`src/rtl/rfid_uid_report_dedup_unit_assert.svh`:
```
// assertion macros for the uid report dedup unit
// expects a clock i_clk and an active-low reset i_rst_n in the including scope
`ifndef RFID_UID_REPORT_DEDUP_UNIT_ASSERT_SVH
`define RFID_UID_REPORT_DEDUP_UNIT_ASSERT_SVH

// consequent must hold in the same cycle as the antecedent
`define RUDD_ASSERT_IMPLIES(lbl, ante, cons, msg) \
    lbl: assert property (@(posedge i_clk) disable iff (!i_rst_n) (ante) |-> (cons)) \
        else $error(msg);

// condition must never be seen outside reset
`define RUDD_ASSERT_NEVER(lbl, cond, msg) \
    lbl: assert property (@(posedge i_clk) disable iff (!i_rst_n) !(cond)) \
        else $error(msg);

`endif

```
`src/rtl/rudd_pkg.sv`:
```
// shared types, character constants and helpers for the uid report dedup unit
// no dependencies
`default_nettype none

package rudd_pkg;

    localparam int SIZE_W     = 4;
    localparam int CHAR_W     = 8;
    localparam int IN_TDATA_W = 88;
    localparam int IN_TUSER_W = 1;

    localparam logic [CHAR_W-1:0] CH_I     = 8'h49;
    localparam logic [CHAR_W-1:0] CH_SPACE = 8'h20;
    localparam logic [CHAR_W-1:0] CH_CR    = 8'h0d;
    localparam logic [CHAR_W-1:0] CH_LF    = 8'h0a;
    localparam logic [CHAR_W-1:0] CH_ZERO  = 8'h30;
    localparam logic [CHAR_W-1:0] CH_A     = 8'h61;
    localparam logic [3:0]        NIB_TEN  = 4'd10;

    // presence machine
    typedef enum logic [1:0] {
        PH_IDLE,
        PH_FIRST,
        PH_REP1,
        PH_REP2
    } t_phase;

    // report line serialiser
    typedef enum logic [2:0] {
        S_I,
        S_SZ_HI,
        S_SZ_LO,
        S_SPACE,
        S_HI,
        S_LO,
        S_CR,
        S_LF
    } t_ser;

    typedef struct packed {
        logic full;
        logic empty;
    } t_q_flags;

    // lowercase hex digit of one nibble
    function automatic logic [CHAR_W-1:0] hex_digit(input logic [3:0] v);
        logic [CHAR_W-1:0] res;
        if (v < NIB_TEN) begin
            res = CH_ZERO + CHAR_W'(v);
        end else begin
            res = CH_A + CHAR_W'(v - NIB_TEN);
        end
        return res;
    endfunction

endpackage

`default_nettype wire

```
`src/rtl/rudd_queue.sv`:
```
// two-entry report queue between the classifier and the serialiser
// depends on rudd_pkg
`default_nettype none

module rudd_queue
    import rudd_pkg::*;
#(
    parameter int WIDTH = 84
) (
    input  wire logic             i_clk,
    input  wire logic             i_rst_n,
    input  wire logic             i_push,
    input  wire logic [WIDTH-1:0] i_data,
    input  wire logic             i_pop,
    output logic      [WIDTH-1:0] o_head,
    output t_q_flags              o_flags
);

    localparam int DEPTH = 2;

    logic [WIDTH-1:0] r_mem [DEPTH];
    logic             r_wr;
    logic             r_rd;
    logic [1:0]       r_count;

    assign o_head        = r_mem[r_rd];
    assign o_flags.full  = (r_count == 2'(DEPTH));
    assign o_flags.empty = (r_count == 2'd0);

    always_ff @(posedge i_clk) begin
        if (i_push) begin
            r_mem[r_wr] <= i_data;
        end
    end

    always_ff @(posedge i_clk) begin
        if (!i_rst_n) begin
            r_wr    <= 1'b0;
            r_rd    <= 1'b0;
            r_count <= 2'd0;
        end else begin
            if (i_push) begin
                r_wr <= r_wr + 1'b1;
            end
            if (i_pop) begin
                r_rd <= r_rd + 1'b1;
            end
            unique case ({i_push, i_pop})
                2'b10:   r_count <= r_count + 2'd1;
                2'b01:   r_count <= r_count - 2'd1;
                default: r_count <= r_count;
            endcase
        end
    end

endmodule

`default_nettype wire

```
`src/rtl/rudd_front.sv`:
```
// front end: presence machine, uid comparison and report decision
// depends on rudd_pkg; feeds rudd_queue
`default_nettype none

module rudd_front
    import rudd_pkg::*;
#(
    parameter int UID_BYTES = 10
) (
    input  wire logic                   i_clk,
    input  wire logic                   i_rst_n,
    input  wire logic                   i_valid,
    output logic                        o_ready,
    input  wire logic                   i_kind,
    input  wire logic                   i_card_present,
    input  wire logic                   i_read_ok,
    input  wire logic [SIZE_W-1:0]      i_uid_size,
    input  wire logic [UID_BYTES*8-1:0] i_uid_bytes,
    input  wire t_q_flags               i_q_flags,
    output logic                        o_push,
    output logic [SIZE_W-1:0]           o_push_size,
    output logic [UID_BYTES*8-1:0]      o_push_bytes
);

    t_phase                 r_phase, n_phase;
    logic [SIZE_W-1:0]      r_rem_size;
    logic [UID_BYTES*8-1:0] r_rem_uid;

    logic              accept;
    logic              present;
    logic              differs;
    logic              report;
    logic [SIZE_W-1:0] size_cl;
    logic              byte_diff;

    assign o_ready = !i_q_flags.full;
    assign accept  = i_valid && o_ready;
    assign present = i_card_present && i_read_ok;
    assign size_cl = (i_uid_size > SIZE_W'(UID_BYTES)) ? SIZE_W'(UID_BYTES) : i_uid_size;

    // any valid byte that differs from the remembered one
    always_comb begin
        byte_diff = 1'b0;
        for (int i = 0; i < UID_BYTES; i++) begin
            if ((SIZE_W'(i) < size_cl) && (r_rem_uid[i*8 +: 8] != i_uid_bytes[i*8 +: 8])) begin
                byte_diff = 1'b1;
            end
        end
    end

    assign differs = present && ((r_rem_size != size_cl) || byte_diff);

    always_comb begin
        unique case (r_phase)
            PH_IDLE:  n_phase = present ? PH_FIRST : PH_IDLE;
            PH_FIRST: n_phase = present ? PH_FIRST : PH_REP1;
            PH_REP1:  n_phase = present ? PH_REP2  : PH_IDLE;
            PH_REP2:  n_phase = present ? PH_FIRST : PH_REP1;
            default:  n_phase = PH_IDLE;
        endcase
    end

    assign report       = differs || (n_phase == PH_FIRST);
    assign o_push       = accept && !i_kind && report;
    assign o_push_size  = size_cl;
    assign o_push_bytes = i_uid_bytes;

    always_ff @(posedge i_clk) begin
        if (!i_rst_n) begin
            r_phase    <= PH_IDLE;
            r_rem_size <= '0;
        end else if (accept) begin
            if (i_kind) begin
                r_rem_size <= '0;
            end else begin
                r_phase <= n_phase;
                if (report) begin
                    r_rem_size <= size_cl;
                end
            end
        end
    end

    // bytes only matter once a report has set a nonzero size
    always_ff @(posedge i_clk) begin
        if (o_push) begin
            r_rem_uid <= i_uid_bytes;
        end
    end

endmodule

`default_nettype wire

```
`src/rtl/rudd_back.sv`:
```
// back end: turns one queued uid report into a line of ascii characters
// depends on rudd_pkg; reads the head of rudd_queue
`default_nettype none

module rudd_back
    import rudd_pkg::*;
#(
    parameter int UID_BYTES = 10
) (
    input  wire logic                   i_clk,
    input  wire logic                   i_rst_n,
    input  wire t_q_flags               i_q_flags,
    input  wire logic [SIZE_W-1:0]      i_size,
    input  wire logic [UID_BYTES*8-1:0] i_bytes,
    output logic                        o_pop,
    output logic                        o_valid,
    input  wire logic                   i_ready,
    output logic [CHAR_W-1:0]           o_char,
    output logic                        o_last
);

    localparam int IDX_W = (UID_BYTES > 1) ? $clog2(UID_BYTES) : 1;

    t_ser              r_state, n_state;
    logic [IDX_W-1:0]  r_idx, n_idx;
    logic              r_valid;
    logic [CHAR_W-1:0] r_char;
    logic              r_last;

    logic              step;
    logic [CHAR_W-1:0] ch;
    logic              last;
    logic [7:0]        cur_byte;
    logic              last_byte;

    assign step      = !i_q_flags.empty && (!r_valid || i_ready);
    assign cur_byte  = i_bytes[r_idx*8 +: 8];
    assign last_byte = ((SIZE_W'(r_idx) + SIZE_W'(1)) == i_size);

    always_ff @(posedge i_clk) begin
        if (!i_rst_n) begin
            r_state <= S_I;
            r_idx   <= '0;
        end else begin
            r_state <= n_state;
            r_idx   <= n_idx;
        end
    end

    always_comb begin
        n_state = r_state;
        n_idx   = r_idx;
        ch      = CH_I;
        last    = 1'b0;
        o_pop   = 1'b0;
        unique case (r_state)
            S_I: begin
                ch = CH_I;
                if (step) n_state = S_SZ_HI;
            end
            S_SZ_HI: begin
                ch = hex_digit(4'(i_size >> 4));
                if (step) n_state = S_SZ_LO;
            end
            S_SZ_LO: begin
                ch = hex_digit(i_size[3:0]);
                if (step) n_state = S_SPACE;
            end
            S_SPACE: begin
                ch = CH_SPACE;
                if (step) begin
                    n_idx   = '0;
                    n_state = (i_size == '0) ? S_CR : S_HI;
                end
            end
            S_HI: begin
                ch = hex_digit(cur_byte[7:4]);
                if (step) n_state = S_LO;
            end
            S_LO: begin
                ch = hex_digit(cur_byte[3:0]);
                if (step) begin
                    if (last_byte) begin
                        n_state = S_CR;
                    end else begin
                        n_idx   = r_idx + IDX_W'(1);
                        n_state = S_HI;
                    end
                end
            end
            S_CR: begin
                ch = CH_CR;
                if (step) n_state = S_LF;
            end
            S_LF: begin
                ch    = CH_LF;
                last  = 1'b1;
                o_pop = step;
                if (step) n_state = S_I;
            end
            default: n_state = S_I;
        endcase
    end

    // output register parts the serialiser from the downstream stall
    always_ff @(posedge i_clk) begin
        if (!i_rst_n) begin
            r_valid <= 1'b0;
        end else if (step) begin
            r_valid <= 1'b1;
        end else if (i_ready) begin
            r_valid <= 1'b0;
        end
    end

    always_ff @(posedge i_clk) begin
        if (step) begin
            r_char <= ch;
            r_last <= last;
        end
    end

    assign o_valid = r_valid;
    assign o_char  = r_char;
    assign o_last  = r_last;

endmodule

`default_nettype wire

```
`src/rtl/rfid_uid_report_dedup_unit.sv`:
```
// top level of the card-reader uid report unit with repeat suppression
// depends on rudd_pkg, rudd_front, rudd_queue, rudd_back and the assertion header
`default_nettype none

// Each request on the slave side is one card-reader poll result or, with
// tuser set, a reader reset that forgets the remembered uid size. A poll
// counts as a card only when both present and read-ok are set; a four-phase
// presence machine hides the reader's alternating present/absent pattern.
// When the uid differs from the last one reported, or the machine goes to or
// stays in first seen, one report line goes out on the master side, one
// character a request: 'I', the size as two hex digits, a space, two
// lowercase hex digits per uid byte, CR, then LF with tlast. The size is
// clamped to UID_BYTES. The front end takes a poll whenever the two-entry
// report queue has room; a line is 6 + 2*size characters (6 to 26), one
// character per cycle while the master side is ready, so sustained
// throughput is set by the serialiser when every poll reports and by the
// upstream poll rate otherwise. No clearing pass is needed after reset.

module rfid_uid_report_dedup_unit
    import rudd_pkg::*;
#(
    parameter int UID_BYTES = 10
) (
    input  wire logic                  i_clk,
    input  wire logic                  i_rst_n,
    input  wire logic                  i_s_tvalid,
    output logic                       o_s_tready,
    // card_present [0], read_ok [1], uid_size [5:2], uid_low_bytes [69:6],
    // uid_high_bytes [85:70], zero pad [87:86]
    input  wire logic [IN_TDATA_W-1:0] i_s_tdata,
    // kind [0]: 0 poll result, 1 reader reset
    input  wire logic [IN_TUSER_W-1:0] i_s_tuser,
    output logic                       o_m_tvalid,
    input  wire logic                  i_m_tready,
    // report_char [7:0]
    output logic [CHAR_W-1:0]          o_m_tdata,
    // last_char: set on the closing LF
    output logic                       o_m_tlast
);

    `include "rfid_uid_report_dedup_unit_assert.svh"

    localparam int UID_W = UID_BYTES * 8;
    localparam int REC_W = SIZE_W + UID_W;

    // all ten uid bytes as received, byte 0 lowest
    logic [79:0]       uid_all;
    logic [UID_W-1:0]  uid_bytes;

    logic              push;
    logic [SIZE_W-1:0] push_size;
    logic [UID_W-1:0]  push_bytes;
    logic              pop;
    logic [REC_W-1:0]  head;
    t_q_flags          q_flags;

    assign uid_all   = {i_s_tdata[85:70], i_s_tdata[69:6]};
    assign uid_bytes = uid_all[UID_W-1:0];

    // front end: classifies each poll and decides whether a line is due
    rudd_front #(
        .UID_BYTES (UID_BYTES)
    ) u_front (
        .i_clk          (i_clk),
        .i_rst_n        (i_rst_n),
        .i_valid        (i_s_tvalid),
        .o_ready        (o_s_tready),
        .i_kind         (i_s_tuser[0]),
        .i_card_present (i_s_tdata[0]),
        .i_read_ok      (i_s_tdata[1]),
        .i_uid_size     (i_s_tdata[5:2]),
        .i_uid_bytes    (uid_bytes),
        .i_q_flags      (q_flags),
        .o_push         (push),
        .o_push_size    (push_size),
        .o_push_bytes   (push_bytes)
    );

    // pending report lines, size above the uid bytes
    rudd_queue #(
        .WIDTH (REC_W)
    ) u_queue (
        .i_clk   (i_clk),
        .i_rst_n (i_rst_n),
        .i_push  (push),
        .i_data  ({push_size, push_bytes}),
        .i_pop   (pop),
        .o_head  (head),
        .o_flags (q_flags)
    );

    // back end: one character per cycle into the output register while the master side is ready
    rudd_back #(
        .UID_BYTES (UID_BYTES)
    ) u_back (
        .i_clk     (i_clk),
        .i_rst_n   (i_rst_n),
        .i_q_flags (q_flags),
        .i_size    (head[REC_W-1 -: SIZE_W]),
        .i_bytes   (head[UID_W-1:0]),
        .o_pop     (pop),
        .o_valid   (o_m_tvalid),
        .i_ready   (i_m_tready),
        .o_char    (o_m_tdata),
        .o_last    (o_m_tlast)
    );

    // a line always closes on LF
    `RUDD_ASSERT_IMPLIES(a_last_is_lf, o_m_tvalid && o_m_tlast, o_m_tdata == CH_LF, "tlast without LF")
    // a reader reset never produces a line
    `RUDD_ASSERT_IMPLIES(a_reset_quiet, i_s_tvalid && o_s_tready && i_s_tuser[0], !push, "reset pushed a report")
    // the front end never overruns the queue
    `RUDD_ASSERT_NEVER(a_no_overflow, push && q_flags.full, "report queue overflow")

endmodule

`default_nettype wire

```
`config.mk`:
```
export PLATFORM = sky130hd
export DESIGN_NAME = rfid_uid_report_dedup_unit
export DESIGN_NICKNAME = d
export VERILOG_FILES = /design/src/rtl/rudd_pkg.sv /design/src/rtl/rudd_queue.sv /design/src/rtl/rudd_front.sv /design/src/rtl/rudd_back.sv /design/src/rtl/rfid_uid_report_dedup_unit.sv
export VERILOG_INCLUDE_DIRS = /design/src /design/src/rtl
export SDC_FILE = /design/constraint.sdc
export NUM_CORES = 1
export LEC_CHECK = 0
export ABC_AREA = 1
export BUFFER_PORTS_ARGS = -buffer_cell sky130_fd_sc_hd__buf_2
export CAP_MARGIN = 20
export CORE_MARGIN = 3
export CORE_UTILIZATION = 50
export DETAILED_ROUTE_END_ITERATION = 7
export GPL_TIMING_DRIVEN = 0
export PLACE_DENSITY = 0.77
export SLEW_MARGIN = 20
export SYNTH_ARGS = -nofsm -noshare
export SYNTH_HDL_FRONTEND = slang
export SYNTH_SLANG_ARGS = --single-unit
```
`constraint.sdc`:
```
create_clock -name i_clk -period 9.7 [get_ports i_clk]
set_input_delay 2.425 -clock i_clk [delete_from_list [all_inputs] [get_ports i_clk]]
set_output_delay 2.425 -clock i_clk [all_outputs]
set_load 0.01 [all_outputs]
```
* After elaboration in Yosys (flattened, before gate mapping) *
Memory sizes are Yosys's and may differ from the RTL's. A register that Yosys moved wholly into a read port is not among the register bits.
Cells that the tools add are included.

cells by class
  add/subtract/negate cells = 14
  order comparisons = 14
  equality and inequality tests = 35
  shift operators = 1
  muxes and demuxes = 45
  bitwise operators = 1
  reduce and logical (&&, ||, !) cells = 36

operators by type and width
  operator                                                    number
  inequality test 8 bit                                       10
  variable part select 80 x 8 -> 8 bit                        1
  case mux 8 bit (8 select lines)                             1
  adder 7 x 8 -> 8 bit (first input constant)                 3
  2-to-1 mux 3 bit                                            8
  2-to-1 mux 4 bit                                            6
  2-to-1 mux 8 bit                                            3
  case mux 3 bit (8 select lines)                             1
  adder 6 x 4 -> 7 bit (first input constant)                 3
  2-to-1 mux 1 bit                                            19
  logical AND 1 bit                                           16
  less-than comparator 3 x 4 -> 1 bit (first input constant)  4
  inequality test 2 x 1 -> 1 bit (second input constant)      8
  subtractor 4 x 4 -> 5 bit (second input constant)           3
  == test 3 bit (second input constant)                       4
  less-than comparator 4 bit (second input constant)          3
  == test 2 bit (second input constant)                       4
  less-than comparator 1 x 4 -> 1 bit (first input constant)  2
  less-than comparator 2 x 4 -> 1 bit (first input constant)  2
  less-than comparator 4 bit (first input constant)           2
  2-to-1 mux 2 bit                                            4
  case mux 4 bit (2 select lines)                             1
  AND reduction 8 bit                                         1
  nonzero test 2 bit                                          4
  22 further kinds                                            33

word-level totals
  register bits = 107
  bits in writable memories = 168
  word-level logic and storage cells = 158
  memories = 1

memory list
  memory         depth  width  read ports  clocked after memory_dff  wr ports  RTL line          RTL
  u_queue.r_mem  2      84     1           1                         1         rudd_queue.sv:21  logic [WIDTH-1:0] r_mem [DEPTH];

* Logic depth before layout (Yosys ltp) *
  depth in word-level cells = 20
  gate-level depth with buffers = 20
  depth with buffers taken out = 20

* Hierarchy *
A second synthesis with hierarchy kept.

second synthesis, totals
  cell total of the unflattened synthesis = 1267
  area, all modules = 13706.9 um^2

modules (own cells, without submodules)
  module      times used  cells each  area an instance (um^2)  sequential area each (um^2)
  rudd_queue  1           296         6531.3                   5144.9
  rudd_front  1           584         4919.7                   2522.4
  rudd_back   1           387         2255.9                   430.4

* Least setup slack after synthesis *
Ideal clock, no wire load.

  kind = input to register
  from = input port i_s_tdata[5]
  to = memory u_queue.r_mem[0][0] (enable)
  arrival = 9.216 ns
  path slack = -0.043 ns
  stages = 12
  buffers on the path = 1
  path through = clkbuf_2 nor2_2 nand2_1 nand3_1 nor3_1 nand2_1 inv_1 nand3_1 nand2_1 nor2_2 inv_1 nor2_1

between the ends
  cells in the longest elaborated chain, start to end = 20

RTL lines
  element                                     RTL line                          RTL
  from (decl)                                 rfid_uid_report_dedup_unit.sv:30  input wire logic [IN_TDATA_W-1:0] i_s_tdata,
  greater-than comparator 4 bit (*)           rudd_front.sv:39                  assign size_cl = (i_uid_size > SIZE_W'(UID_BYTES)) ? SIZE_W'(UID_BYTES) : i_uid_size;
  2-to-1 mux 4 bit (*)                        rudd_front.sv:39
  net push_size[2]                            rfid_uid_report_dedup_unit.sv:51  logic [SIZE_W-1:0] push_size;
  less-than comparator 1 x 4 -> 1 bit         rudd_front.sv:45                  if ((SIZE_W'(i) < size_cl) && (r_rem_uid[i*8 +: 8] != i_uid_bytes[i*8 +: 8])) begin
  logical AND 1 bit                           rudd_front.sv:45
  2-to-1 mux 1 bit (10 in series)             rudd_front.sv:45
  logical OR 1 bit (*)                        rudd_front.sv:51                  assign differs = present && ((r_rem_size != size_cl) || byte_diff);
  logical AND 1 bit (*)                       rudd_front.sv:51
  logical OR 1 bit (*)                        rudd_front.sv:63                  assign report = differs || (n_phase == PH_FIRST);
  logical AND 1 bit (*)                       rudd_front.sv:64                  assign o_push = accept && !i_kind && report;
  net push                                    rfid_uid_report_dedup_unit.sv:50  logic push;
  2-to-1 mux 1 bit (*)                        rudd_queue.sv:31                  if (i_push) begin
  2-to-1 mux 1 bit (not written as such) (*)  rudd_queue.sv:32                  r_mem[r_wr] <= i_data;
  to (decl)                                   rudd_queue.sv:21

Mark *: on every way through the listed nets, which the timed path passes. The rest lies on a longest branch.

* Worst setup path after layout *
  from = input port i_s_tdata[21]
  to = memory u_queue.r_mem[0][12] (enable)

between the ends
  cells in the longest elaborated chain, start to end = 17

RTL lines
  element                                 RTL line
  inequality test 8 bit                   rudd_front.sv:45
  logical AND 1 bit                       rudd_front.sv:45
  2-to-1 mux 1 bit (9 in series)          rudd_front.sv:45
  logical OR 1 bit                        rudd_front.sv:51
  logical AND 1 bit                       rudd_front.sv:51
  logical OR 1 bit                        rudd_front.sv:63
  logical AND 1 bit                       rudd_front.sv:64
  net push                                rfid_uid_report_dedup_unit.sv:50
  2-to-1 mux 1 bit                        rudd_queue.sv:31
  2-to-1 mux 1 bit (not written as such)  rudd_queue.sv:32

The timed path passes the listed nets, and every way through them passes these cells.

==> summary by stage <==
Floorplanning
The die outline height is approximately 160 µm. The region available for standard cell placement spans 23,800 µm². Measured along the x axis, the die boundary spans ~160 µm.

The full die area is around 26,000 µm². The number of placement rows is 56. The initial utilization of the core area, before any placement, comes to 51.6%. The top-level I/O count is 104.

Logic synthesis
The count of cell types in the netlist is 38. For this run, the number of Yosys warnings is 0. In the synthesized netlist the async set-or-reset flop fraction comes to 0%.

The post-synthesis sequential area ratio is about two thirds. The cell with the most instances after synthesis is sky130_fd_sc_hd__edfxtp_1. Synthesis produced a netlist with a net count of 1,229. The synthesized netlist occupies a cell area of 12,300 µm². The post-synthesis cell count is 1,124. Synthesis inferred 276 register bits. The synthesized design spends more area on one cell type than any other, namely sky130_fd_sc_hd__edfxtp_1.

The commonest cells after synthesis are sky130_fd_sc_hd__edfxtp_1, sky130_fd_sc_hd__nand2_1, sky130_fd_sc_hd__nor2_1. The area share of the largest cell type after synthesis is between 60 and 70%. The most used flip-flop cell after synthesis is sky130_fd_sc_hd__edfxtp_1.

In the post-synthesis netlist, the biggest area contributors are sky130_fd_sc_hd__edfxtp_1, sky130_fd_sc_hd__nand2_1, sky130_fd_sc_hd__nor2_1, sky130_fd_sc_hd__xnor2_1, sky130_fd_sc_hd__o21ai_0. The synthesized area per cell is 10.9 µm². Counting flops with a built-in enable in the synthesized netlist gives approximately 260.

Global route
The first global-routing pass estimated ~45 mm of wire. The combined global-route utilization of all metal layers is 21.7%. After global routing the overflow that remains totals 0. Entering global routing, the biggest net connects 50 pins. The number of global-route vias before repair is 8,476.

The initial antenna violation count is 0.

Power and ir drop
The total power density per cell area is 174 nW/µm². VDD sags by at most ~0.00014 V. The analysis attributes to cell leakage a power of 5.37 nW.

STA
The final count of negative-setup-slack endpoints is 0. The max-slew violation count is 0. For the finished layout, the period the worst path requires is around 4.8 ns.

The final setup skew is about 0.021 ns. The count of endpoints failing hold in the final timing report is 0. The normalized max-slew margin is 53.7%. Setup repair after global routing left no endpoint under its margin.

Derived from the worst setup path, the maximum achievable clock frequency is 0.209 GHz. The least setup slack across all paths after layout is 4.92 ns. The part of the cycle the worst path needs is 49.3%. At the pin with the least slew margin, the transition time is 0.691 ns.

Worst setup path
The internal reg-to-reg setup slack is 6.48 ns. The worst setup path is captured at a register. The startpoint type of the worst setup path is a primary input. The biggest cell delay along the critical path is 0.52 ns. At the worst endpoint, the arrival time is roughly 5 ns. The setup path with the least slack is of type primary input to register. The largest driver fanout on the critical path is 23. The library cell appearing most often on the critical path is sky130_fd_sc_hd__nand2_1.

The required time at the worst-slack endpoint is 9.95 ns. Walking the worst path, the cells encountered are buf_2 > nand2_1 > inv_1 > nor2_1 > nor2_1 > nand2_1 > nor2_1 > nand2_1 > nand2_1 > nand2_1 > nor2_1 > nand3_1 > nand2_1 > nor2_4 > inv_1 > nor2_4 > buf_12 > buf_16. For this design, the slowest cell found on the critical path is sky130_fd_sc_hd__nor2_4.

Status
The flow ran to the end, and the final reports show no timing, DRC or antenna violations.

Place
The detailed-placement wirelength estimate is between 20 and 25 mm. Once placement finished, the instance area stood at 13,400 µm². The minimum setup slack after placement is 4.36 ns. In this run the tool buffered the top-level ports with 100 buffer cells. The routability-driven placement congestion ratio is 0.934.

Clocking
The clock sink count is 276. The TritonCTS clock tree is done. In this run the number of H-tree levels came out at 1.

Clock tree synthesis inserted a total of 29 buffers. For the worst-skew pair, the clock arrives at the later sink with an insertion delay of 0.56 ns. Post-CTS repair changed the size of 0 cells.

After clock tree synthesis, the clock-pin slew on the worst setup and hold paths is 0.06 ns. The longest clock path from root to sink contains 3 buffers. The tree is rooted in a sky130_fd_sc_hd__clkbuf_16. The number of buffers inserted by hold repair at cts is 0. The buffer count from post-CTS setup fixing is 0.

Hold path
The class of the most critical hold timing path is register to register.

Final layout
The repair_antennas step left the layout with diodes totalling 0. The core occupancy in the finished layout is 59.8%. The proportion of layout cells with a drive suffix above 1 is around 15%.

After filler insertion, the fill cell instance count of the layout stands at between 1,500 and 2,000. The area of the multi-input gates is between 3000 and 4000 µm². The post-route cell area is 14,200 µm².

The area taken by flip-flops and latches is 8100 µm². Compared with the post-synthesis result, the final layout area differs by 16.0%. After the last flow step, the layout net total stands at 1,367.

Route
The number of detailed-routing iterations run before antenna repair is 5. The detailed router finished its first iteration with between 1,000 and 1,500 violations. The total via count in the routed design is 8,578.

The average wire per cell in the routed design is between 15 and 20 µm. The DRC violations left is 0. The detail route stage leaves a number of antenna-violating nets equal to 0.

The via count normalized by instance count is 5.35. The wire length after detailed routing is about 29 mm.

Flow run
The max capacitance violation total is 0.
cell usage in the layout, fill, tap and decap left out, drive strengths merged, types with 26 or more instances in the layout:
cell type  netlist  layout
a21oi           26      26
buf             26     133
clkbuf           7      42
edfxtp         257     257
inv             98      99
nand2          214     214
nand3           30      30
nor2           183     183
o21ai          113     113
xnor2           59      59
metal layers:
layer,part of all wire (%),vias to the layer above,global-route usage (%)
met2,48,345,35.6
met5,0,-,0
met4,3.7,0,8.11
met3,7.2,71,3.18
met1,42,4049,29.7
li1,-,4113,-
area by class of cell:
| cell class | count | share of cell area, % |
|---|---|---|
| multi-input combinational | 715 | 25.4 |
| clock inverter | 17 | 1.01 |
| timing repair buffer | 107 | 4.60 |
| buffer | 33 | 1.42 |
| clock buffer | 35 | 5.25 |
| inverter | 100 | 2.65 |
| tap | 319 | 2.80 |
| sequential | 276 | 56.8 |
final timing paths:
kind / startpoint / endpoint / cells after the start
worst max-delay path: i_s_tdata[21] / u_queue.r_mem[0][12] / 18
worst min-delay path: u_front.r_rem_size[0] / u_front.r_rem_size[0] / 2
worst max register to register: u_back.r_idx[1] / u_back.o_char[3] / 15
worst min register to register: u_front.r_rem_size[0] / u_front.r_rem_size[0] / 2
state kept, by name (all words and copies together), names as in the netlist, named ones only:
register            cells
u_back.r_idx            4
u_queue.r_mem         168
u_back.r_state          3
u_front.r_phase         2
u_queue.r_wr            1
u_back.o_valid          1
u_back.o_last           1
u_back.o_char           8
u_front.r_rem_uid      80
u_queue.r_count         2
u_queue.r_rd            1
u_front.r_rem_size      4
worst max-delay path, delay by kind of cell:
kind	cells	cell delay (ns)
simple gates	13	1.79
buf+inv	5	0.84
metrics by stage:
step	setup TNS [ns]	std cells	power, mW	hold slack [ns]
after floorplan	0	1124	1.40	0.440
after global placement	-146.95	1543	1.45	0.451
after detailed placement	0	1550	1.46	0.462
after CTS	0	1602	2.50	0.470
after global routing	0	1602	2.56	0.485
final	0	1602	2.49	0.473
logic make-up (layout without fill, tap and decap cells):
kind of cell | after synthesis | count (layout) | share of synthesized area [%]
AOI/OAI and AO/OA | 186 | 186 | 8.65
DFF | 276 | 276 | 65.9
and+or+nand+nor | 445 | 445 | 14.4
other | 1 | 1 | 0.0305
xor gates and xnor gates | 71 | 71 | 5.06
adders and majority gates | 12 | 12 | 1.22
buffers and inverters | 133 | 292 | 4.71
power breakdown:
part | total, mW | internal, mW | switching (mW) | leakage (nW)
combinational | 0.113 | 0.0427 | 0.0699 | 2.47
clock | 1.05 | 0.601 | 0.448 | 0.429
sequential | 1.32 | 1.32 | 0.00574 | 2.48
total | 2.49 | 1.96 | 0.524 | 5.37
Note: power is estimated with default switching activity, not from simulation.
